$ cat src/rtl/core/p80_pkg.sv
// Shared types, tables and round functions for the PRESENT-80 cipher core.
`default_nettype none

package p80_pkg;

   localparam int unsigned BLOCK_W  = 64;
   localparam int unsigned KEY_W    = 80;
   localparam int unsigned ROUNDS   = 31;
   localparam int unsigned NUM_KEYS = 32;

   // Cycles the key cell row needs to refill after a key write or reset.
   localparam logic [4:0] KEY_SETTLE = 5'd31;

   // Register indexes on the configuration port.
   localparam logic REG_KEY_UPPER = 1'b0;
   localparam logic REG_KEY_LOWER = 1'b1;

   // Direction codes carried with each item.
   localparam logic DIR_ENCRYPT = 1'b0;
   localparam logic DIR_DECRYPT = 1'b1;

   typedef struct packed {
      logic                 valid;
      logic                 dir;
      logic [BLOCK_W-1:0]   text;
   } stage_type;

   localparam logic [3:0] SBOX_FWD [16] = '{
      4'hc, 4'h5, 4'h6, 4'hb, 4'h9, 4'h0, 4'ha, 4'hd,
      4'h3, 4'he, 4'hf, 4'h8, 4'h4, 4'h7, 4'h1, 4'h2
   };

   localparam logic [3:0] SBOX_INV [16] = '{
      4'h5, 4'he, 4'hf, 4'h8, 4'hc, 4'h1, 4'h2, 4'hd,
      4'hb, 4'h4, 4'h6, 4'h3, 4'h0, 4'h7, 4'h9, 4'ha
   };

   function automatic logic [BLOCK_W-1:0] sub_fwd(input logic [BLOCK_W-1:0] s);
      logic [BLOCK_W-1:0] o;
      for (int n = 0; n < 16; n++) begin
         o[4*n +: 4] = SBOX_FWD[s[4*n +: 4]];
      end
      return o;
   endfunction

   function automatic logic [BLOCK_W-1:0] sub_inv(input logic [BLOCK_W-1:0] s);
      logic [BLOCK_W-1:0] o;
      for (int n = 0; n < 16; n++) begin
         o[4*n +: 4] = SBOX_INV[s[4*n +: 4]];
      end
      return o;
   endfunction

   // Bit k moves to (16*k) mod 63; bit 63 stays in place.
   function automatic logic [BLOCK_W-1:0] perm_fwd(input logic [BLOCK_W-1:0] s);
      logic [BLOCK_W-1:0] o;
      o = '0;
      for (int k = 0; k < 63; k++) begin
         o[(16*k) % 63] = s[k];
      end
      o[63] = s[63];
      return o;
   endfunction

   // Inverse wiring: bit k moves to (4*k) mod 63; bit 63 stays in place.
   function automatic logic [BLOCK_W-1:0] perm_inv(input logic [BLOCK_W-1:0] s);
      logic [BLOCK_W-1:0] o;
      o = '0;
      for (int k = 0; k < 63; k++) begin
         o[(4*k) % 63] = s[k];
      end
      o[63] = s[63];
      return o;
   endfunction

   // One key schedule step: rotate left by 61, S-box on the top nibble,
   // round counter into bits 19..15.
   function automatic logic [KEY_W-1:0] key_step(input logic [KEY_W-1:0] k,
                                                 input logic [4:0] ctr);
      logic [KEY_W-1:0] r;
      r = {k[18:0], k[79:19]};
      r[79:76] = SBOX_FWD[r[79:76]];
      r[19:15] = r[19:15] ^ ctr;
      return r;
   endfunction

endpackage

`default_nettype wire

$ cat src/rtl/core/p80_key_cell.sv
// One cell of the key schedule row: holds one 80-bit key state.
`default_nettype none

module p80_key_cell (
   input  wire logic                      clock,
   input  wire logic [p80_pkg::KEY_W-1:0] key_prev,
   input  wire logic [4:0]                round_num,
   output logic      [p80_pkg::KEY_W-1:0] key_state
);

   logic [p80_pkg::KEY_W-1:0] key_ff;
   logic [p80_pkg::KEY_W-1:0] key_in;

   assign key_in = p80_pkg::key_step(key_prev, round_num);

   always_ff @(posedge clock) begin
      key_ff <= key_in;
   end

   assign key_state = key_ff;

endmodule

`default_nettype wire

$ cat config.mk
export PLATFORM = sky130hd
export DESIGN_NAME = p80_key_cell
export DESIGN_NICKNAME = d
export VERILOG_FILES = /design/src/rtl/core/p80_pkg.sv /design/src/rtl/core/p80_key_cell.sv
export SDC_FILE = /design/constraint.sdc
export NUM_CORES = 1
export LEC_CHECK = 0
export BUFFER_PORTS_ARGS = -buffer_cell sky130_fd_sc_hd__buf_4
export CAP_MARGIN = 20
export CORE_ASPECT_RATIO = 0.75
export CORE_MARGIN = 2
export CORE_UTILIZATION = 36
export CTS_CLUSTER_DIAMETER = 200
export DETAILED_ROUTE_END_ITERATION = 12
export HOLD_SLACK_MARGIN = 0.08
export PLACE_DENSITY = 0.88
export SLEW_MARGIN = 5
export SYNTH_ARGS = -nofsm -noshare
export SYNTH_HDL_FRONTEND = slang
export SYNTH_SLANG_ARGS = --single-unit
$ cat constraint.sdc
create_clock -name clock -period 1.3 [get_ports clock]
set_input_delay 0.26 -clock clock [delete_from_list [all_inputs] [get_ports clock]]
set_output_delay 0.26 -clock clock [all_outputs]
set_load 0.01 [all_outputs]
# Word level (Yosys, flattened, before mapping)
# Memories as Yosys holds them, arrays and structs flattened. A register that Yosys moved wholly into a read port is not among the register bits.
# Cells that the tools add are included.
# word_totals
out_inout_bits,80
reg_bits,80
mem_count,1
wordCells,7
romBits,64
in_bits,86
# mem_list
memory,words,width,rd,rd_ports_with_merged_regs,write_ports,line,rtl
(name not given),16,4,1,1,0,p80_pkg.sv:82,r[79:76] = SBOX_FWD[r[79:76]];
# classes
order_cmp,1
n_bitwise,2
mux,2
# ops
operator,count
4-bit 2-to-1 mux,2
5-bit greater-or-equal comparator (second input constant),1
4-bit NOT with 5-bit output,1
5-bit XOR,1

# Depth between registers and ports, before layout
# Gate-level depths: netlist of run 1.
# depth
word_depth,4
ltp_mapped,4

# Worst setup path before layout of run 1
# Ideal clock, no wire load.
# synth_path
path_type,in2reg
from,input key_prev[15] (netlist name)
to,register key_ff (netlist bit key_state[78])
n_path_buf,0
setup_slack_ns,0.122
arrival_ns,1.044
required_ns,1.166
cell_stages,3
cell_sequence,inv_1 -> ha_1 -> mux4_2
# synth_via
elab_chain_len,1
# synth_rtl
element,line,rtl
"start, declared",p80_key_cell.sv:6,"input wire logic [p80_pkg::KEY_W-1:0] key_prev,"
4-bit NOT with 5-bit output (not written as such),p80_pkg.sv:82,
"end, declared",p80_key_cell.sv:11,logic [p80_pkg::KEY_W-1:0] key_ff;
# No other way between the ends.

# Final worst setup path of run 1
# layout_path
from,register key_ff (netlist bit key_state[1])
to,output key_state[1] (netlist name)
# layout_lines
element,line,rtl
"start signal, assigned",p80_key_cell.sv:17,key_ff <= key_in;
"end, declared",p80_key_cell.sv:8,output logic [p80_pkg::KEY_W-1:0] key_state
# No word-level cell between the ends.

==> impl_metrics.ini, run 1 <==
[timing]
fin_crit_sh_pct = 84.8
period_minus_slack_ps = 1100
worst_pin_slew_ps = 185
finalSetupViolCount = 0
hold_violations = 0
max_freq_mhz = 907
finalMaxSlewViolations = 0
rsz0062_at_grt = no
fin_ws_ps = 198
slew-limit-headroom_pct = 87.5

[clocking]
clk_path_buf_depth = 2
clockRootBuffer = clkbuf_8
numCtsBuffers = 9
postCtsSetupBuffers = 0
cts_sinks = 80
cts_tree = yes
cts.clk_slew.worst_paths_ps = 80
cts_max_level = 3
cts_resized = 0

[global_route]
grt_max_degree = 13
antenna_found_initial = 0
grt_pass1_vias = 1928
grt_pass1_wl_um = 9450
grt_use_total_pct = 23.3
overflow = 0

[power_and_ir_drop]
power.density_nw_per_um2 = 1350
finalPower_uw = 5540
p_leak_uw = 0.00200
ir_drop_mv = 0.762

[synthesis]
synth-xor-area-share_pct = 2.87
synth-simple-area-share_pct = 0.410
ys_ff_latch = 80
postSynthAreaPerCell_um2 = 17.8
syn-num-nets = 194
synth_cells = 103
synth_top_family_by_area = adder cells
ys_warn_count = 0
synth.cell_area_um2 = 1830
synthMuxAreaShare_pct = 3.01
synth_cell_types = 13
synth_seq_area_share_pct = 87.5
synth_fa_ha_area_share_pct = 3.42
synth_compound_area_share_pct = 1.57

[routing]
routedWlPerCell_um = 15.9
totalWireLength_um = 6600
drt-initial-drc-count = 24
dr_total_vias = 1743
first_pass_iters = 4
post_drt_via_cell_ratio = 4.19
drc = 0
ant_nets = 0

[floorplanning]
core-area_um2 = 4900
die_width_um = 86.3
rows = 22
die_h_um = 65.8
start_util_pct = 37.4
pin_count = 166
fp.dieArea_um2 = 5680

[setup_path]
arrival_ps = 840
cp_num_buf_inv = 1
crit_slowest_cell = dfxtp_1
required_ps = 1040
cp-start-kind = flop
cp_max_fo = 1
crit_family = flip-flops
crit_path_max_incr_delay_ps = 370
path_class = flop to output pin
end_kind = output pin
crit_chain = buf_4

[final_layout]
design_area_um2 = 4100
stdcell_count = 416
nFillCells = 264
area_growth_pct = 124
final_common_cell = buf_4
final_layout_size_suffix_gt1_share_pct = 51.4
final_cell_mix = buf_4 (168), dfxtp_1 (80), dlygate4sd3_1 (71)
largest_register_ffs = 80
final_nets = 443
diodes = 0

[placed_design]
gp_congestion = 0.705
dp.cells = 330
placed_cell_area_um2 = 3160
post-dp-hpwl_um = 3840
pre_cts_ws_ps = -6.75
portBuffers = 165

[min_path]
hp-class = input port to flop

[job]
max_cap_violations = 0

[run_status]
outcome = finished clean
==> synthesized netlist by cell type, drive strengths merged <==
| cell | instances | area, µm² |
|---|---|---|
| o21bai | 1 | 7.51 |
| o21ai | 1 | 5.00 |
| xor2 | 5 | 43.8 |
| o2bb2ai | 1 | 8.76 |
| nor3b | 1 | 7.51 |
| dfxtp | 80 | 1600 |
| buf | 1 | 11.3 |
| mux2i | 1 | 10.0 |
| inv | 3 | 11.3 |
| o21a | 1 | 7.51 |
| mux4 | 2 | 45.0 |
| ha | 5 | 62.6 |
| xnor2 | 1 | 8.76 |
==> final timing paths <==
path,start,slack (ps),cells after the start,to
setup / recovery,key_state[1],200,1,key_state[1]
hold / removal,key_prev[37],100,2,key_state[18]
==> cell families (layout without fill, tap and decap cells) <==
family | after synthesis | count (layout)
muxes | 3 | 3
xor gates and xnor gates | 6 | 6
AOI/OAI and AO/OA | 4 | 4
buffers and inverters | 4 | 257
and+or+nand+nor | 1 | 1
DFF | 80 | 80
adders and majority gates | 5 | 5
==> layer usage <==
metal	vias up	part of all wire, %	track usage [%]
met5	-	0	0
met4	0	4.5	13.1
met3	26	9.3	9.05
met2	103	54	44.4
met1	793	32	20.8
li1	821	-	-
==> stage by stage <==
step | utilization (%) | TNS (ps) | hold slack (ps)
after detailed placement | 64.4 | -6.75 | 365
final | 83.7 | 0 | 99.7
after floorplan | - | 0 | 288
after global routing | 83.7 | 0 | 82.7
after global placement | 64.4 | 0 | 365
after CTS | 83.7 | 0 | 81.0
==> where the power goes <==
part	switching, µW	leakage, µW	internal [µW]
logic	254	0.00121	509
clock network	810	0.000117	1320
registers	49.8	0.000675	2600
total	1110	0.00200	4430
==> cell type report <==
type / instances / area, µm² / share of cell area, %
Timing Repair Buffer: 239 / 1970 / 48.1
Sequential cell: 80 / 1600 / 39.0
Multi-Input combinational cell: 19 / 206 / 5.03
Clock buffer: 12 / 145 / 3.54
Clock inverter: 3 / 90.1 / 2.20
Tap cell: 60 / 75.1 / 1.83
Inverter: 3 / 11.3 / 0.275
==> what timing repair did <==
action | in CTS | in global routing
setup endpoints to repair | 0 | 0
hold buffers | 71 | 0
endpoints found under the hold margin | 71 | 0
(Power assumes the default switching activity.)
==> run 2, diff against run 1 <==
clock period = 1.1 ns   (was 1.3 ns; I/O delays follow)
==> run 2 against run 1 <==
Compared with the run above: die area unchanged; total power up 18%; clock-buffer cell count unchanged; combinational power up 26%; clock power up 16%; final area up 3.3%; non-clock buffer count up 12; global-route usage up 2.3 points; setup slack worse by 140 ps; core utilization up 2.8 points; largest cell class unchanged; highest routed layer unchanged.
==> impl_metrics.ini, run 2 (synthesis gave the netlist of run 1 again) <==
[setup_path]
crit_path_max_incr_delay_ps = 350
path_class = flop to output pin
cp_num_buf_inv = 1
end_kind = output pin
crit_family = flip-flops
crit_chain = buf_4
arrival_ps = 820
crit_slowest_cell = dfxtp_1
cp_max_fo = 1
cp-start-kind = flop
required_ps = 880

[global_route]
grt_use_total_pct = 25.5
grt_pass1_vias = 2007
overflow = 0
grt_max_degree = 14
antenna_found_initial = 1
grt_pass1_wl_um = 10300

[timing]
max_freq_mhz = 959
hold_violations = 0
fin_crit_sh_pct = 94.8
rsz0062_at_grt = no
slew-limit-headroom_pct = 86.6
finalSetupViolCount = 0
finalMaxSlewViolations = 0
setup_tns_ps = 0
period_minus_slack_ps = 1040
worst_pin_slew_ps = 200

[routing]
dr_total_vias = 1780
ant_nets = 0
drc = 0
routedWlPerCell_um = 16.6
totalWireLength_um = 7150
post_drt_via_cell_ratio = 4.14
first_pass_iters = 4
drt-initial-drc-count = 18

[floorplanning]
die_h_um = 65.8
rows = 22
start_util_pct = 37.4
die_width_um = 86.3
core-area_um2 = 4900
fp.dieArea_um2 = 5680
pin_count = 166

[final_layout]
final_nets = 455
seqCellArea_um2 = 1600
final_cell_mix = buf_4 (170), dlygate4sd3_1 (81), dfxtp_1 (80)
area_growth_pct = 131
stdcell_count = 430
nFillCells = 232
final_layout_size_suffix_gt1_share_pct = 51.2
final_common_cell = buf_4
largest_register_ffs = 80
multi_input_area_um2 = 219

[power_and_ir_drop]
ir_drop_mv = 1.01
p_leak_uw = 0.00205
power.density_nw_per_um2 = 1550

[min_path]
whs_endpoint = key_state[76]
whs_path_depth = 2
hp-class = input port to flop
hp-start = key_prev[17]

[clocking]
cts_max_level = 3
cts_tree = yes
cts.clk_slew.worst_paths_ps = 70
clockRootBuffer = clkbuf_8
cts_sinks = 80
numCtsBuffers = 9
clk_path_buf_depth = 2
postCtsSetupBuffers = 0

[job]
max_cap_violations = 0

[placed_design]
gp_congestion = 0.765
post-dp-hpwl_um = 3730
portBuffers = 165
dp.cells = 332

[run_status]
outcome = finished clean
## run 2: cell count changes in the layout (fill, tap and decap cells not counted), sizes merged
cell | previous run | this run
clkinvlp | 0 | 2
diode | 0 | 1
bufinv | 3 | 2
dlygate4sd3 | 71 | 81
buf | 168 | 170
## run 2: worst max path at each step
| stage | startpoint | to | slack, ps | cells past startpoint |
|---|---|---|---|---|
| 3_5_place_dp | key_prev[15] | key_state[78] | -140 | 4 |
| 3_3_place_gp | key_prev[15] | key_state[78] | -130 | 4 |
| 2_1_floorplan | key_prev[15] | key_state[78] | 10 | 3 |
| 6_report | key_state[4] | key_state[4] | 60 | 1 |
| 5_1_grt | key_state[4] | key_state[4] | 20 | 1 |
| 4_1_cts | key_state[63] | key_state[63] | 60 | 1 |
## run 2: cell type report
cell class / count / area share [%]
Sequential cell: 80 / 37.8
Tap cell: 60 / 1.77
Timing Repair Buffer: 251 / 49.3
Inverter: 3 / 0.266
Multi-Input combinational cell: 19 / 5.17
Clock inverter: 4 / 1.77
Antenna cell: 1 / 0.0591
Clock buffer: 12 / 3.90
## run 2: timing repair
action	4_1_cts	5_1_grt
resized for setup	0	0
hold endpoints to repair	76	0
hold buffers	81	0
## run 2: routing by layer
| layer | global-route usage (%) | up-vias | share of wire, % |
|---|---|---|---|
| met1 | 22.8 | 827 | 32 |
| met4 | 10.4 | 0 | 1.7 |
| met3 | 9.67 | 11 | 8.3 |
| li1 | - | 847 | - |
| met2 | 50.9 | 95 | 58 |
| met5 | 0 | - | 0 |
## run 2: per-stage QoR
step                      util [%]  cell area (µm²)  hold WS [ps]  power (µW)  setup WS [ps]
final                         86.5             4240           141        6560           57.1
after global routing          86.5             4240           139        6800           20.1
after CTS                     86.4             4230           120        6540           62.5
after detailed placement      65.0             3180           325        3880           -142
after global placement        65.0             3180           324        3850           -133
after floorplan                  -             1840           248        3340           12.2
## run 2: report_power, final
group	total, µW	internal [µW]	switching, µW
Clock	2480	1460	1020
Sequential	3130	3070	55.2
Combinational	959	633	326
