### config.mk
export PLATFORM = sky130hd
export DESIGN_NAME = p80_round_cell
export DESIGN_NICKNAME = d
export VERILOG_FILES = /design/src/rtl/core/p80_pkg.sv /design/src/rtl/core/p80_round_cell.sv
export SDC_FILE = /design/constraint.sdc
export NUM_CORES = 1
export LEC_CHECK = 0
export ABC_AREA = 1
export BUFFER_PORTS_ARGS = -buffer_cell sky130_fd_sc_hd__buf_2
export CAP_MARGIN = 15
export CORE_ASPECT_RATIO = 1.1
export CORE_UTILIZATION = 50
export DETAILED_ROUTE_END_ITERATION = 16
export PLACE_DENSITY = 0.79
export SLEW_MARGIN = 20
export SYNTH_ARGS = -nofsm -noshare
export SYNTH_HDL_FRONTEND = slang
export SYNTH_SLANG_ARGS = --single-unit
export TNS_END_PERCENT = 1
### constraint.sdc
create_clock -name clock -period 2.2 [get_ports clock]
set_input_delay 0.33 -clock clock [delete_from_list [all_inputs] [get_ports clock]]
set_output_delay 0.33 -clock clock [all_outputs]
set_load 0.05 [all_outputs]
### src/rtl/core/p80_pkg.sv
// Shared types, tables and round functions for the PRESENT-80 cipher core.
`default_nettype none

package p80_pkg;

   localparam int unsigned BLOCK_W  = 64;
   localparam int unsigned KEY_W    = 80;
   localparam int unsigned ROUNDS   = 31;
   localparam int unsigned NUM_KEYS = 32;

   // Cycles the key cell row needs to refill after a key write or reset.
   localparam logic [4:0] KEY_SETTLE = 5'd31;

   // Register indexes on the configuration port.
   localparam logic REG_KEY_UPPER = 1'b0;
   localparam logic REG_KEY_LOWER = 1'b1;

   // Direction codes carried with each item.
   localparam logic DIR_ENCRYPT = 1'b0;
   localparam logic DIR_DECRYPT = 1'b1;

   typedef struct packed {
      logic                 valid;
      logic                 dir;
      logic [BLOCK_W-1:0]   text;
   } stage_type;

   localparam logic [3:0] SBOX_FWD [16] = '{
      4'hc, 4'h5, 4'h6, 4'hb, 4'h9, 4'h0, 4'ha, 4'hd,
      4'h3, 4'he, 4'hf, 4'h8, 4'h4, 4'h7, 4'h1, 4'h2
   };

   localparam logic [3:0] SBOX_INV [16] = '{
      4'h5, 4'he, 4'hf, 4'h8, 4'hc, 4'h1, 4'h2, 4'hd,
      4'hb, 4'h4, 4'h6, 4'h3, 4'h0, 4'h7, 4'h9, 4'ha
   };

   function automatic logic [BLOCK_W-1:0] sub_fwd(input logic [BLOCK_W-1:0] s);
      logic [BLOCK_W-1:0] o;
      for (int n = 0; n < 16; n++) begin
         o[4*n +: 4] = SBOX_FWD[s[4*n +: 4]];
      end
      return o;
   endfunction

   function automatic logic [BLOCK_W-1:0] sub_inv(input logic [BLOCK_W-1:0] s);
      logic [BLOCK_W-1:0] o;
      for (int n = 0; n < 16; n++) begin
         o[4*n +: 4] = SBOX_INV[s[4*n +: 4]];
      end
      return o;
   endfunction

   // Bit k moves to (16*k) mod 63; bit 63 stays in place.
   function automatic logic [BLOCK_W-1:0] perm_fwd(input logic [BLOCK_W-1:0] s);
      logic [BLOCK_W-1:0] o;
      o = '0;
      for (int k = 0; k < 63; k++) begin
         o[(16*k) % 63] = s[k];
      end
      o[63] = s[63];
      return o;
   endfunction

   // Inverse wiring: bit k moves to (4*k) mod 63; bit 63 stays in place.
   function automatic logic [BLOCK_W-1:0] perm_inv(input logic [BLOCK_W-1:0] s);
      logic [BLOCK_W-1:0] o;
      o = '0;
      for (int k = 0; k < 63; k++) begin
         o[(4*k) % 63] = s[k];
      end
      o[63] = s[63];
      return o;
   endfunction

   // One key schedule step: rotate left by 61, S-box on the top nibble,
   // round counter into bits 19..15.
   function automatic logic [KEY_W-1:0] key_step(input logic [KEY_W-1:0] k,
                                                 input logic [4:0] ctr);
      logic [KEY_W-1:0] r;
      r = {k[18:0], k[79:19]};
      r[79:76] = SBOX_FWD[r[79:76]];
      r[19:15] = r[19:15] ^ ctr;
      return r;
   endfunction

endpackage

`default_nettype wire

### src/rtl/core/p80_round_cell.sv
// One cipher round cell with its own stage register and flow control.
`default_nettype none

module p80_round_cell (
   input  wire logic                        clock,
   input  wire logic                        reset,
   input  wire p80_pkg::stage_type          stage_prev,
   input  wire logic [p80_pkg::BLOCK_W-1:0] rk_enc,
   input  wire logic [p80_pkg::BLOCK_W-1:0] rk_dec,
   input  wire logic                        ready_down,
   output logic                             ready_up,
   output p80_pkg::stage_type               stage_next
);

   p80_pkg::stage_type         stage_ff;
   logic [p80_pkg::BLOCK_W-1:0] mixed;
   logic [p80_pkg::BLOCK_W-1:0] text_in;

   always_comb begin
      if (stage_prev.dir == p80_pkg::DIR_DECRYPT) begin
         mixed   = stage_prev.text ^ rk_dec;
         text_in = p80_pkg::sub_inv(p80_pkg::perm_inv(mixed));
      end else begin
         mixed   = stage_prev.text ^ rk_enc;
         text_in = p80_pkg::perm_fwd(p80_pkg::sub_fwd(mixed));
      end
   end

   // The stage takes a new item when it is empty or its item moves on.
   assign ready_up = !stage_ff.valid || ready_down;

   always_ff @(posedge clock) begin
      if (reset) begin
         stage_ff.valid <= 1'b0;
      end else if (ready_up) begin
         stage_ff.valid <= stage_prev.valid;
      end
      if (ready_up) begin
         stage_ff.dir  <= stage_prev.dir;
         stage_ff.text <= text_in;
      end
   end

   assign stage_next = stage_ff;

endmodule

`default_nettype wire

# Word-level counts from Yosys, hierarchy flattened
# Memories as Yosys holds them, arrays and structs flattened.
# Index checks and enable logic that the tools add are counted.
[totals] output_inout_bits=67 rom_bits=2048 word_cells=168 reg_bits=66 in_bits=197 mem_count=32
[memory_table] memory="(no name shown)" words=16 word_bits=4 rd=1 rd_clocked_by_memory_dff=0 write_ports=0 line="p80_pkg.sv:41" text="o[4*n +: 4] = SBOX_FWD[s[4*n +: 4]];"
[memory_table] memory="(no name shown)" words=16 word_bits=4 rd=1 rd_clocked_by_memory_dff=0 write_ports=0 line="p80_pkg.sv:41"
[memory_table] memory="(no name shown)" words=16 word_bits=4 rd=1 rd_clocked_by_memory_dff=0 write_ports=0 line="p80_pkg.sv:41"
[memory_table] memory="(no name shown)" words=16 word_bits=4 rd=1 rd_clocked_by_memory_dff=0 write_ports=0 line="p80_pkg.sv:41"
[memory_table] memory="(no name shown)" words=16 word_bits=4 rd=1 rd_clocked_by_memory_dff=0 write_ports=0 line="p80_pkg.sv:41"
[memory_table] memory="(no name shown)" words=16 word_bits=4 rd=1 rd_clocked_by_memory_dff=0 write_ports=0 line="p80_pkg.sv:41"
[memory_table] memory="26 more memories"
[op_classes] n_mux=65 bitwise_logic=34 order_cmp=32 n_reduce_logical=2
[op_table] cell="$mux W4" n=64
[op_table] cell="$ge A5 B5 Y1 const B" n=32
[op_table] cell="$not A4 Y5" n=32
[op_table] cell="$xor A64 B64 Y64" n=2
[op_table] cell="$mux W64" n=1
[op_table] cell="$logic_not A1 Y1" n=1
[op_table] cell="$logic_or A1 B1 Y1" n=1

# Longest topological paths before layout
[logic_depth] depth_word=6 mapped_depth=11 mapped_depth_nobuf=11

# Worst setup path before layout
# No wires, ideal clock.
[synth_timing] kind="reg2reg" startpoint="reg stage_ff (netlist bit stage_next[65])" endpoint="reg stage_ff (netlist bit stage_next[0]), enable pin" stages_incl_launch_ff=2 path_buffers=0 period_less_slack_ns=2.891 setup_ns=0.802 arrival_time_ns=2.089 required_time_ns=1.398 slack_ns=-0.691 path_cell_list="dfxtp_1 nand2_1"
[synth_via] elab_chain_len=2
[synth_lines] element="start: declaration" line="p80_round_cell.sv:15" text="p80_pkg::stage_type stage_ff;"
[synth_lines] element="$logic_not A1 Y1" line="p80_round_cell.sv:30" text="assign ready_up = !stage_ff.valid || ready_down;"
[synth_lines] element="$logic_or A1 B1 Y1" line="p80_round_cell.sv:30"
[synth_lines] element="named net ready_up" line="p80_round_cell.sv:11" text="output logic ready_up,"
# The timed path passes the listed nets, and every way through them passes these cells.
# A chain may end at the register's enable or synchronous reset.

# Worst setup path after layout
[layout_timing] startpoint="in stage_prev[41] (netlist name)" endpoint="reg stage_ff (netlist bit stage_next[10]) (data pin)"
[layout_via] elab_chain_len=6
[layout_lines] element="start: declaration" line="p80_round_cell.sv:7" text="input wire p80_pkg::stage_type stage_prev,"
[layout_lines] element="$xor A64 B64 Y64" line="p80_round_cell.sv:24" text="mixed = stage_prev.text ^ rk_enc;"
[layout_lines] element="$not A4 Y5 (not written as such)" line="p80_pkg.sv:41"
[layout_lines] element="$mem_v2 Z16 W4"
[layout_lines] element="$mux W4 (not written as such) (2 in a row)" line="p80_pkg.sv:41"
[layout_lines] element="$mux W64" line="p80_round_cell.sv:20" text="if (stage_prev.dir == p80_pkg::DIR_DECRYPT) begin"
[layout_lines] element="named net text_in (one bit)" line="p80_round_cell.sv:17" text="logic [p80_pkg::BLOCK_W-1:0] text_in;"
# The timed path passes the listed nets, and every way through them passes these cells. The select of a mux whose other input is x is not followed.

==> metrics.txt <==
# TYPE chip_impl_metric gauge
chip_impl_info{name="critical_path.endpoint_type",value="register"} 1
chip_impl_metric{name="syn-mean-instance-area",unit="sq um"} 6.23
chip_impl_metric{name="dp_hpwl",unit="mm"} 23.7
chip_impl_metric{name="fin_crit",unit="ns"} 1.62
chip_impl_metric{name="deepest_clock_path_buffer_count",unit=""} 2
chip_impl_metric{name="ioPinCount",unit=""} 264
chip_impl_metric{name="vias_per_cell",unit=""} 5.15
chip_impl_metric{name="syn-num-nets",unit=""} 1897
chip_impl_metric{name="power.static_leakage",unit="nW"} 6.90
chip_impl_metric{name="fmax",unit="MHz"} 616
chip_impl_info{name="crit-reg2reg-capture",value="stage_next[63]$_DFFE_PP_"} 1
chip_impl_metric{name="post_cts_resized",unit=""} 0
chip_impl_metric{name="max_slew_margin",unit=""} 0.592
chip_impl_metric{name="finalHoldViolCount",unit=""} 0
chip_impl_metric{name="die_area",unit="sq um"} 20600
chip_impl_metric{name="drv.max_cap_violation_count",unit=""} 0
chip_impl_metric{name="detail_route.wirelength",unit="mm"} 29.4
chip_impl_metric{name="worst_clk_skew",unit="ns"} 0.0125
chip_impl_metric{name="crit_path_max_fanout",unit=""} 4
chip_impl_metric{name="minimum_setup_slack_after_placement",unit="ns"} 0.245
chip_impl_metric{name="starting_density_of_the_core",unit=""} 0.516
chip_impl_metric{name="power_density",unit="nW/um^2"} 587
chip_impl_info{name="worst-setup-path-type",value="in2reg"} 1
chip_impl_metric{name="yosysWarningCount",unit=""} 0
chip_impl_metric{name="drt_first_pass_iters",unit=""} 6
chip_impl_metric{name="detailroute.via_count",unit=""} 10969
chip_impl_metric{name="r2r.worst_path.cells",unit=""} 2
chip_impl_metric{name="post-layout-total-power",unit="mW"} 7.01
chip_impl_metric{name="h-tree-depth",unit=""} 3
chip_impl_info{name="worst_hold_startpoint",value="reset"} 1
chip_impl_info{name="worst_setup_path_endpoint",value="stage_next[10]$_DFFE_PP_"} 1
chip_impl_metric{name="netlist_area",unit="sq um"} 10000
chip_impl_metric{name="reg2reg_setup_slack",unit="ns"} 0.90
chip_impl_metric{name="synthesized_flop_and_latch_total",unit=""} 66
chip_impl_metric{name="remaining_overflow_grt",unit=""} 0
chip_impl_metric{name="synth_top_area_share",unit=""} 0.257
chip_impl_metric{name="postLayoutSetupSlackWorst",unit="ns"} 0.576
chip_impl_metric{name="dr.first_iter.drc_count",unit=""} 604
chip_impl_metric{name="grt_first_pass_wirelength",unit="mm"} 45.6
chip_impl_metric{name="final_net_count",unit=""} 2165
chip_impl_info{name="cts_root_buf",value="sky130_fd_sc_hd__clkbuf_16"} 1
chip_impl_metric{name="sequential_cell_area_fraction_in_the_yosys_report",unit=""} 0.197
chip_impl_info{name="layout_commonest_cell",value="sky130_fd_sc_hd__nand2_1"} 1
chip_impl_metric{name="fin_tns_setup",unit="ns"} 0
chip_impl_metric{name="grt_usage",unit=""} 0.284
chip_impl_metric{name="setup_viol",unit=""} 0
chip_impl_metric{name="io_buffers",unit=""} 263
chip_impl_metric{name="post-cts-setup-buffer-count",unit=""} 0
chip_impl_metric{name="final_layout_size_suffix_gt1_frac",unit=""} 0.175
chip_impl_metric{name="vdd_ir_drop_max",unit="uV"} 415
chip_impl_metric{name="row_count",unit=""} 53
chip_impl_metric{name="yosys.cell_types.count",unit=""} 22
chip_impl_metric{name="first_global_vias",unit=""} 9867
chip_impl_info{name="ys_top_cells_by_area",value="sky130_fd_sc_hd__nand2_1 26%, sky130_fd_sc_hd__edfxtp_1 20%, sky130_fd_sc_hd__nand3_1 15%, sky130_fd_sc_hd__ha_1 12%, sky130_fd_sc_hd__inv_1 9.0%"} 1
chip_impl_metric{name="die_y",unit="um"} 150
chip_impl_metric{name="worst-endpoint-arrival",unit="ns"} 1.72
chip_impl_metric{name="route.detailed.wl_per_inst",unit="um"} 13.8
chip_impl_metric{name="worst_ep_required_time",unit="ns"} 2.30
chip_impl_info{name="cp-start-kind",value="input port"} 1
chip_impl_info{name="synth_largest_area_cell",value="sky130_fd_sc_hd__nand2_1"} 1
chip_impl_metric{name="post_synth_inst_count",unit=""} 1604
chip_impl_metric{name="largest_reg_flops",unit=""} 66
chip_impl_metric{name="worstSkewPairLatency",unit="ns"} 0.34
chip_impl_metric{name="drc",unit=""} 0
chip_impl_info{name="worstHoldPathType",value="in2reg"} 1
chip_impl_metric{name="worst-slew-pin-transition",unit="ns"} 0.608
chip_impl_metric{name="clkSlewWorstSetupHoldPaths",unit="ns"} 0.06
chip_impl_metric{name="cts_buffers",unit=""} 9
chip_impl_metric{name="flow.area_growth_from_synthesis",unit="%"} 19.3
chip_impl_info{name="outcome",value="completed"} 1
chip_impl_info{name="most-common-layout-cells",value="684 x sky130_fd_sc_hd__nand2_1, 295 x sky130_fd_sc_hd__nand3_1, 263 x sky130_fd_sc_hd__buf_2, 240 x sky130_fd_sc_hd__inv_1, 96 x sky130_fd_sc_hd__ha_1"} 1
chip_impl_metric{name="initial_antenna_violation_count",unit=""} 4
chip_impl_metric{name="hold_slack",unit="ns"} 0.155
chip_impl_info{name="timing_startpoint_of_the_critical_path",value="stage_prev[41]"} 1
chip_impl_metric{name="slew_violations",unit=""} 0
chip_impl_info{name="regToRegStartpoint",value="stage_next[65]$_SDFFE_PP0P_"} 1
chip_impl_metric{name="drt.antenna.violating_nets",unit=""} 0
chip_impl_metric{name="gp_congestion",unit=""} 0.967
chip_impl_metric{name="fp.dieW",unit="um"} 137
chip_impl_metric{name="grt_start_max_net_pins",unit=""} 65
chip_impl_metric{name="layout_worst_path_cycle_share",unit=""} 0.738
chip_impl_info{name="cts_tree",value="done"} 1
chip_impl_metric{name="cts-hold-fix-buffers",unit=""} 0
chip_impl_metric{name="floorplan.core_area",unit="sq um"} 19400
chip_impl_info{name="grt_setup_unrepaired",value="false"} 1
chip_impl_metric{name="clock_sinks",unit=""} 66
[how the worst min path moves through the flow]
stage,cells after the start,slack [ns],to
floorplan,1,0.40,stage_next[65]$_SDFFE_PP0P_
global placement,2,0.50,stage_next[65]$_SDFFE_PP0P_
detailed placement,2,0.50,stage_next[65]$_SDFFE_PP0P_
CTS,2,0.15,stage_next[65]$_SDFFE_PP0P_
global route,2,0.15,stage_next[65]$_SDFFE_PP0P_
finish,2,0.16,stage_next[65]$_SDFFE_PP0P_
[synth_stat cells]
library cell and count:
sky130_fd_sc_hd__or2_1 3, sky130_fd_sc_hd__nand2_1 685, sky130_fd_sc_hd__inv_2 1, sky130_fd_sc_hd__nor2_1 3, sky130_fd_sc_hd__o211ai_1 24, sky130_fd_sc_hd__xor2_2 23, sky130_fd_sc_hd__buf_4 4, sky130_fd_sc_hd__buf_2 3
sky130_fd_sc_hd__clkbuf_8 1, sky130_fd_sc_hd__ha_1 96, sky130_fd_sc_hd__clkbuf_1 2, sky130_fd_sc_hd__inv_1 240, sky130_fd_sc_hd__edfxtp_1 65, sky130_fd_sc_hd__nand2_2 14, sky130_fd_sc_hd__xnor2_1 79, sky130_fd_sc_hd__or2_2 4
sky130_fd_sc_hd__a21oi_1 8, sky130_fd_sc_hd__buf_1 7, sky130_fd_sc_hd__o21ai_0 14, sky130_fd_sc_hd__nand3_1 295, sky130_fd_sc_hd__xor2_1 32, sky130_fd_sc_hd__dfxtp_1 1
[power by group]
part           internal [mW]  switching (mW)
clock                  0.868           0.567
combinational           1.16            2.64
sequential              1.68          0.0952
[stage by stage]
step / utilization / std cells / area, sq um
detailed placement: 0.601 / 2108 / 11600
global placement: 0.601 / 2108 / 11600
global route: 0.616 / 2126 / 11900
finish: 0.616 / 2129 / 11900
floorplan: - / 1604 / 10000
CTS: 0.616 / 2124 / 11900
[kinds of logic after synthesis]
kind of cell / after synthesis / share of synthesized area
buffers and inverters: 258 / 0.0997
adder cells (fa/ha/maj): 96 / 0.120
AO/OA/AOI/OAI: 46 / 0.0290
AND/OR/NAND/NOR: 1004 / 0.419
flip-flops: 66 / 0.197
XOR/XNOR: 134 / 0.135
[final cells by class]
type,instances,area (sq um)
fill,1843,7430
multi-input combinational,1280,7040
sequential,66,1970
clock inverter,6,57.6
tap,247,309
antenna,5,12.5
clock buffer,10,229
timing repair buffer,274,1410
inverter,241,905
[per-layer routing]
layer  up-vias  track usage  routed length [um]  share of wire
met3        64       0.0374                2070          0.070
li1       5604            -                   -              -
met5         -            0                   0              0
met1      4870        0.348               12400           0.42
met2       431        0.487               13800           0.47
met4         0        0.140                1120          0.038
[worst max-delay path, stage by stage]
cell and delay (ns):
sky130_fd_sc_hd__buf_2 0.12, sky130_fd_sc_hd__xnor2_1 0.32, sky130_fd_sc_hd__inv_1 0.17, sky130_fd_sc_hd__ha_1 0.32
sky130_fd_sc_hd__inv_1 0.06, sky130_fd_sc_hd__nand2_1 0.04, sky130_fd_sc_hd__nand3_1 0.09, sky130_fd_sc_hd__nand2_1 0.07
sky130_fd_sc_hd__nand2_1 0.13, sky130_fd_sc_hd__nand2_1 0.06
Power figures use the tool's default switching activity.
